$ cat src/hw/rtl/tcre_ram.sv
module tcre_ram #(
    parameter int WIDTH = 8,
    parameter int DEPTH = 16
) (
    input  logic                     clk,
    input  logic                     we,
    input  logic [$clog2(DEPTH)-1:0] waddr,
    input  logic [WIDTH-1:0]         wdata,
    input  logic [$clog2(DEPTH)-1:0] raddr,
    output logic [WIDTH-1:0]         rdata
);

    logic [WIDTH-1:0] mem [DEPTH];
    logic [WIDTH-1:0] rdata_reg;

    // One write port, one registered read port
    always_ff @(posedge clk)
    begin
        if (we)
        begin
            mem[waddr] <= wdata;
        end
        rdata_reg <= mem[raddr];
    end

    assign rdata = rdata_reg;

endmodule

$ cat config.mk
export PLATFORM = sky130hd
export DESIGN_NAME = tcre_ram
export DESIGN_NICKNAME = d
export VERILOG_FILES = /design/src/hw/rtl/tcre_ram.sv
export SDC_FILE = /design/constraint.sdc
export NUM_CORES = 1
export LEC_CHECK = 0
export ABC_CLOCK_PERIOD_IN_PS = 2400
export BUFFER_PORTS_ARGS = -buffer_cell sky130_fd_sc_hd__buf_2
export CORE_MARGIN = 2
export CORE_UTILIZATION = 37
export DETAILED_ROUTE_END_ITERATION = 12
export GPL_ROUTABILITY_DRIVEN = 0
export GPL_TIMING_DRIVEN = 0
export PLACE_DENSITY = 0.6
export SLEW_MARGIN = 0
export SYNTH_ARGS = -nofsm -noshare
export SYNTH_HDL_FRONTEND = slang
export SYNTH_SLANG_ARGS = --single-unit
$ cat constraint.sdc
create_clock -name clk -period 2.4 [get_ports clk]
set_input_delay 0.24 -clock clk [delete_from_list [all_inputs] [get_ports clk]]
set_output_delay 0.24 -clock clk [all_outputs]
set_load 0.005 [all_outputs]
==> flow_summary.json, run 1 <==
{
  "outcome": "finished clean",
  "critPathSlowestCell": "nor3_1",
  "finalNetCount": 290,
  "crit_buf_inv": 1,
  "tightest_slew_ps": 1320,
  "post_cts_buffers": 0,
  "grtUsageTotal_pct": 14.7,
  "syn_area_per_cell_um2": 22.5,
  "worstPathArrival_ps": 1630,
  "largest_register_ffs": 128,
  "synth_edf_count": 128,
  "post_synth_inst_count": 229,
  "coreArea_um2": 13700,
  "fin_crit_sh_pct": 67.1,
  "cts.clk_slew.worst_paths_ps": 50,
  "die_h_um": 122,
  "slew_violations": 0,
  "skew_ps": 7.07,
  "synth_area_leaders": "edfxtp_1 75%, mux4_2 7.9%, mux4_1 7.1%",
  "ctsHtreeMaxLevel": 4,
  "setup_tns_ps": 0,
  "cap_violations": 0,
  "cts_resized": 0,
  "initial_core_util_pct": 37.5,
  "antenna_left": 0,
  "p_leak_nw": 2.01,
  "drt-initial-drc-count": 193,
  "root_buffer": "clkbuf_16",
  "dp_hpwl_um": 6330,
  "final-hold-violation-count": 0,
  "start_kind": "input port",
  "synth_seq_cells": 136,
  "insertion_delay_ps": 410,
  "worstHoldPathType": "input port to register",
  "ys_seq_area_share_pct": 77.8,
  "avgViaCountPerCell": 5.06,
  "critical_path_required_ps": 2420,
  "die_area_um2": 14900,
  "critPathMaxFanout": 8,
  "ir_worst_vdd_mv": 0.668,
  "cellPowerDensity_nw_per_um2": 879,
  "setup_violations": 0,
  "area_growth_syn_to_layout_pct": 17.4,
  "synth_top_cell_by_area": "edfxtp_1",
  "place_ws_ps": 83.7,
  "fmax_mhz": 621,
  "crit_chain": "buf_2 -> nand3b_1 -> nor3_1",
  "cpLargestDelayFamily": "simple AND/OR/NAND/NOR gates",
  "ys.flop_type": "edfxtp_1",
  "r2r_cells": 3,
  "holdBufCountCts": 0,
  "rsz0062_at_grt": "false",
  "grt_max_degree": 17,
  "fin_hold_ws_ps": 230,
  "rows": 43,
  "first_pass_iters": 5,
  "drt_wl_total_um": 9850,
  "antenna_found_initial": 0,
  "setup_ws_ps": 789,
  "grt_pass1_wl_um": 14700,
  "slew_headroom_pct": 11.2,
  "antenna_cells": 0,
  "worstSetupPathType": "input port to register",
  "synthTopCellsByCount": "128 x edfxtp_1, 18 x mux4_2, 16 x a22oi_1",
  "synth_cell_types": 19,
  "yosys_warnings": 0,
  "drc": 0,
  "die_w_um": 122,
  "period_minus_slack_ps": 1610,
  "drive_gt1_share_pct": 28.4,
  "cts-buffers-inserted": 17,
  "synth_most_common_cell": "edfxtp_1",
  "cts_tree": "built",
  "synthesis.area_um2": 5150,
  "pin_count": 26,
  "worstSetupPathDepth": 3,
  "whs_path_depth": 1,
  "syn-num-nets": 247,
  "grt_pass1_vias": 2439,
  "routedWlPerCell_um": 21.2,
  "worstSetupEndpointType": "register",
  "cts.sinks": 136,
  "port_buffers": 24,
  "vias": 2355,
  "clockBufferDepth": 2,
  "grt_overflow_total": 0,
  "synth_top_area_share_pct": 74.7,
  "worst_path_largest_cell_delay_ps": 1030,
  "synthArstFlopShare_pct": 0
}
worst reg2reg max path: stages, from the launching register on:
cell and delay, ps:
edfxtp_1 370, mux4_1 560, a22oi_1 340, nand2_1 120
cell usage in the layout, fill, tap and decap left out, drive strengths merged:
| cell | count |
|---|---|
| buf | 31 |
| and2b | 1 |
| nor2 | 13 |
| mux4 | 32 |
| clkinv | 8 |
| nand2b | 2 |
| clkinvlp | 1 |
| or3b | 1 |
| clkdlybuf4s25 | 3 |
| nand3 | 1 |
| nand2 | 9 |
| nor2b | 1 |
| a22oi | 16 |
| nand3b | 2 |
| bufinv | 2 |
| clkbuf | 21 |
| edfxtp | 128 |
| and2 | 1 |
| dfxtp | 8 |
| nor3 | 4 |
layout make-up:
class,count,area (um2)
fill,1161,7670
sequential,136,4000
multi-input combinational,83,1060
clock buffer,21,440
tap,180,225
timing repair buffer,24,120
clock inverter,11,106
buffer,10,86.3
power breakdown:
part | switching, W | internal [W] | leakage, nW
Clock | 0.000885 | 0.00151 | 0.272
Combinational | 0.000148 | 0.000105 | 0.516
Sequential | 0.0000117 | 0.00266 | 1.22
worst paths after layout:
check | endpoint | slack, ps | startpoint
max | mem[4][2] | 790 | waddr[3]
min | mem[1][0] | 230 | wdata[0]
max reg2reg | rdata[2] | 890 | mem[1][2]
min reg2reg | rdata[1] | 680 | mem[13][1]
routing by layer:
layer	global-route usage [%]	up-vias	share of wire [%]
met2	21.5	96	48
met5	0	-	0
li1	-	1058	-
met3	5.76	6	8.1
met4	4.67	0	0.85
met1	20.6	1195	43
per-stage QoR:
stage,total power (W),cell area [um2],cells,utilization (%)
3_5_place_dp,0.00297,5490,433,40.0
3_3_place_gp,0.00297,5490,433,40.0
4_1_cts,0.00537,6040,465,44.0
5_1_grt,0.00548,6040,465,44.1
6_report,0.00531,6040,465,44.1
2_1_floorplan,0.00285,5150,229,-
cell families after synthesis:
kind of cell / share of synthesized area, %
AO/OA/AOI/OAI: 2.33
buffers and inverters: 1.68
flip-flops: 77.8
multiplexers: 15.0
AND/OR/NAND/NOR: 3.18
No activity file was read; power rests on OpenSTA's default activity.
==> run 2: changes to the inputs <==
--- a/config.mk
+++ b/config.mk
@@ -5,14 +5,15 @@
 export SDC_FILE = /design/constraint.sdc
 export NUM_CORES = 1
 export LEC_CHECK = 0
-export ABC_CLOCK_PERIOD_IN_PS = 2400
+export ABC_AREA = 1
+export ABC_CLOCK_PERIOD_IN_PS = 1400
 export BUFFER_PORTS_ARGS = -buffer_cell sky130_fd_sc_hd__buf_2
 export CORE_MARGIN = 2
 export CORE_UTILIZATION = 37
 export DETAILED_ROUTE_END_ITERATION = 12
 export GPL_ROUTABILITY_DRIVEN = 0
 export GPL_TIMING_DRIVEN = 0
-export PLACE_DENSITY = 0.6
+export PLACE_DENSITY = 0.61
 export SLEW_MARGIN = 0
 export SYNTH_ARGS = -nofsm -noshare
 export SYNTH_HDL_FRONTEND = slang
==> constraint.sdc (replaced) <==
create_clock -name clk -period 1.4 [get_ports clk]
set_input_delay 0.14 -clock clk [delete_from_list [all_inputs] [get_ports clk]]
set_output_delay 0.14 -clock clk [all_outputs]
set_load 0.005 [all_outputs]
==> flow_summary.json, run 2 <==
{
  "layout_common_cells": "173 x nand2_1, 128 x edfxtp_1, 100 x inv_1",
  "first_pass_iters": 5,
  "p_leak_nw": 2.87,
  "cap_violations": 0,
  "drc": 0,
  "fmax_mhz": 842,
  "cts.clk_slew.worst_paths_ps": 60,
  "final-hold-violation-count": 0,
  "cts-buffers-inserted": 17,
  "period_minus_slack_ps": 1190,
  "largest_register_ffs": 128,
  "routedWlPerCell_um": 17.7,
  "synthTopCellsByCount": "173 x nand2_1, 128 x edfxtp_1, 100 x inv_1",
  "holdBufCountCts": 0,
  "fin_crit_sh_pct": 84.8,
  "antenna_found_initial": 0,
  "skew_ps": 11.0,
  "tightest_slew_ps": 866,
  "r2r_cells": 6,
  "grt_overflow_total": 0,
  "vias": 3958,
  "synth_most_common_cell": "nand2_1",
  "worstHoldPathType": "input port to register",
  "critPathMaxFanout": 8,
  "setup_ws_ps": 212,
  "ys.flop_type": "edfxtp_1",
  "worstSetupPathType": "input port to register",
  "ys_seq_area_share_pct": 69.4,
  "synth_seq_cells": 136,
  "area_growth_syn_to_layout_pct": 15.8,
  "start_kind": "input port",
  "initial_core_util_pct": 37.9,
  "slew_violations": 0,
  "ctsHtreeMaxLevel": 4,
  "grt_max_degree": 17,
  "finalNetCount": 610,
  "grtUsageTotal_pct": 17.8,
  "clockBufferDepth": 2,
  "synthesis.area_um2": 5770,
  "synth_top_area_share_pct": 66.7,
  "synth_compound_area_share_pct": 0,
  "drive_gt1_share_pct": 12.4,
  "synthArstFlopShare_pct": 0,
  "dpl_cell_area_um2": 6110,
  "grt_pass1_vias": 3731,
  "drt-initial-drc-count": 523,
  "synth_edf_count": 128,
  "root_buffer": "clkbuf_16",
  "worstSetupEndpointType": "register",
  "avgViaCountPerCell": 4.99,
  "synth_mux_area_share_pct": 0,
  "place_ws_ps": -254,
  "mostFrequentLayoutCell": "nand2_1",
  "synth_cell_types": 12,
  "outcome": "finished clean",
  "yosys_warnings": 0,
  "antenna_left": 0,
  "final_cell_area_um2": 6680,
  "drt_wl_total_um": 14000,
  "ir_worst_vdd_mv": 0.805,
  "synthAdderAreaFrac_pct": 0,
  "grt_pass1_wl_um": 21400,
  "slew_headroom_pct": 42.1,
  "post_synth_inst_count": 551,
  "whs_path_depth": 1,
  "cts.sinks": 136,
  "port_buffers": 22,
  "rsz0062_at_grt": "false",
  "dp_hpwl_um": 9240,
  "post_cts_buffers": 0,
  "antenna_cells": 0,
  "critical_path_required_ps": 1440,
  "synth_area_leaders": "edfxtp_1 67%, nand2_1 11%, nand3_1 8.4%",
  "synth_top_cell_by_area": "edfxtp_1",
  "insertion_delay_ps": 420,
  "die_h_um": 129,
  "cellPowerDensity_nw_per_um2": 1410,
  "syn_area_per_cell_um2": 10.5,
  "worstPathArrival_ps": 1230,
  "coreArea_um2": 15200,
  "synth_top_family_by_area": "simple AND/OR/NAND/NOR gates",
  "cts_resized": 0,
  "die_w_um": 129,
  "setup_violations": 0,
  "die_area_um2": 16600,
  "yosys.area_share.xor_xnor_pct": 0,
  "rows": 45,
  "yosys.area_share.simple_pct": 21.0,
  "power_w": 0.00944,
  "pin_count": 26,
  "syn-num-nets": 569,
  "cts_tree": "built"
}
-- run 2: changes by cell type after synthesis, sizes merged, moves of 4 or more --
cell / change
mux4: -32
nand2: +164
inv: +102
a22oi: -16
buf: +17
nand3: +96
nor3: -4
nor2: +4
-- run 2: logic make-up (layout without fill, tap and decap cells) --
| kind of cell | Yosys count | in the layout |
|---|---|---|
| buf+inv | 126 | 180 |
| simple gates | 289 | 289 |
| flops | 136 | 136 |
-- run 2: final timing paths --
kind                                 from         to  slack [ps]
worst min register to register  mem[6][7]   rdata[7]         710
worst max register to register  mem[2][2]   rdata[2]         350
worst min-delay path             wdata[7]  mem[5][7]         140
worst max-delay path             waddr[3]  mem[7][2]         210
-- run 2: routing by layer --
layer / global-route usage (%) / vias to the layer above / share of wire (%)
met5: 0 / - / 0
met4: 7.74 / 0 / 2.9
met3: 3.78 / 31 / 6.1
met2: 27.2 / 168 / 46
met1: 24.7 / 1900 / 45
li1: - / 1859 / -
-- run 2: metrics by stage --
step | hold WS (ps) | instances | setup TNS (ps) | utilization (%)
2_1_floorplan | 239 | 551 | 0 | -
3_3_place_gp | 518 | 761 | -12770 | 40.2
3_5_place_dp | 517 | 761 | -15090 | 40.2
4_1_cts | 144 | 793 | 0 | 43.9
5_1_grt | 157 | 793 | 0 | 43.9
6_report | 143 | 793 | 0 | 43.9
-- run 2: where the power goes --
part | leakage (nW) | internal (W) | total, W | switching (W)
Combinational | 1.39 | 0.000174 | 0.000598 | 0.000424
Sequential | 1.22 | 0.00455 | 0.00457 | 0.0000217
Clock | 0.263 | 0.00262 | 0.00427 | 0.00165
-- run 2: area by class of cell --
class,count,area (um2)
repair buffers,22,110
plain buffers,24,166
clock inverters,11,126
well taps,188,235
inverters,102,383
fillers,1430,8520
flip-flops and latches,136,4000
multi-input cells,289,1210
clock buffers,21,440
-- run 2: critical path: stages --
cell      delay, ps
buf_2           120
nand3b_1        270
nor2_1          690
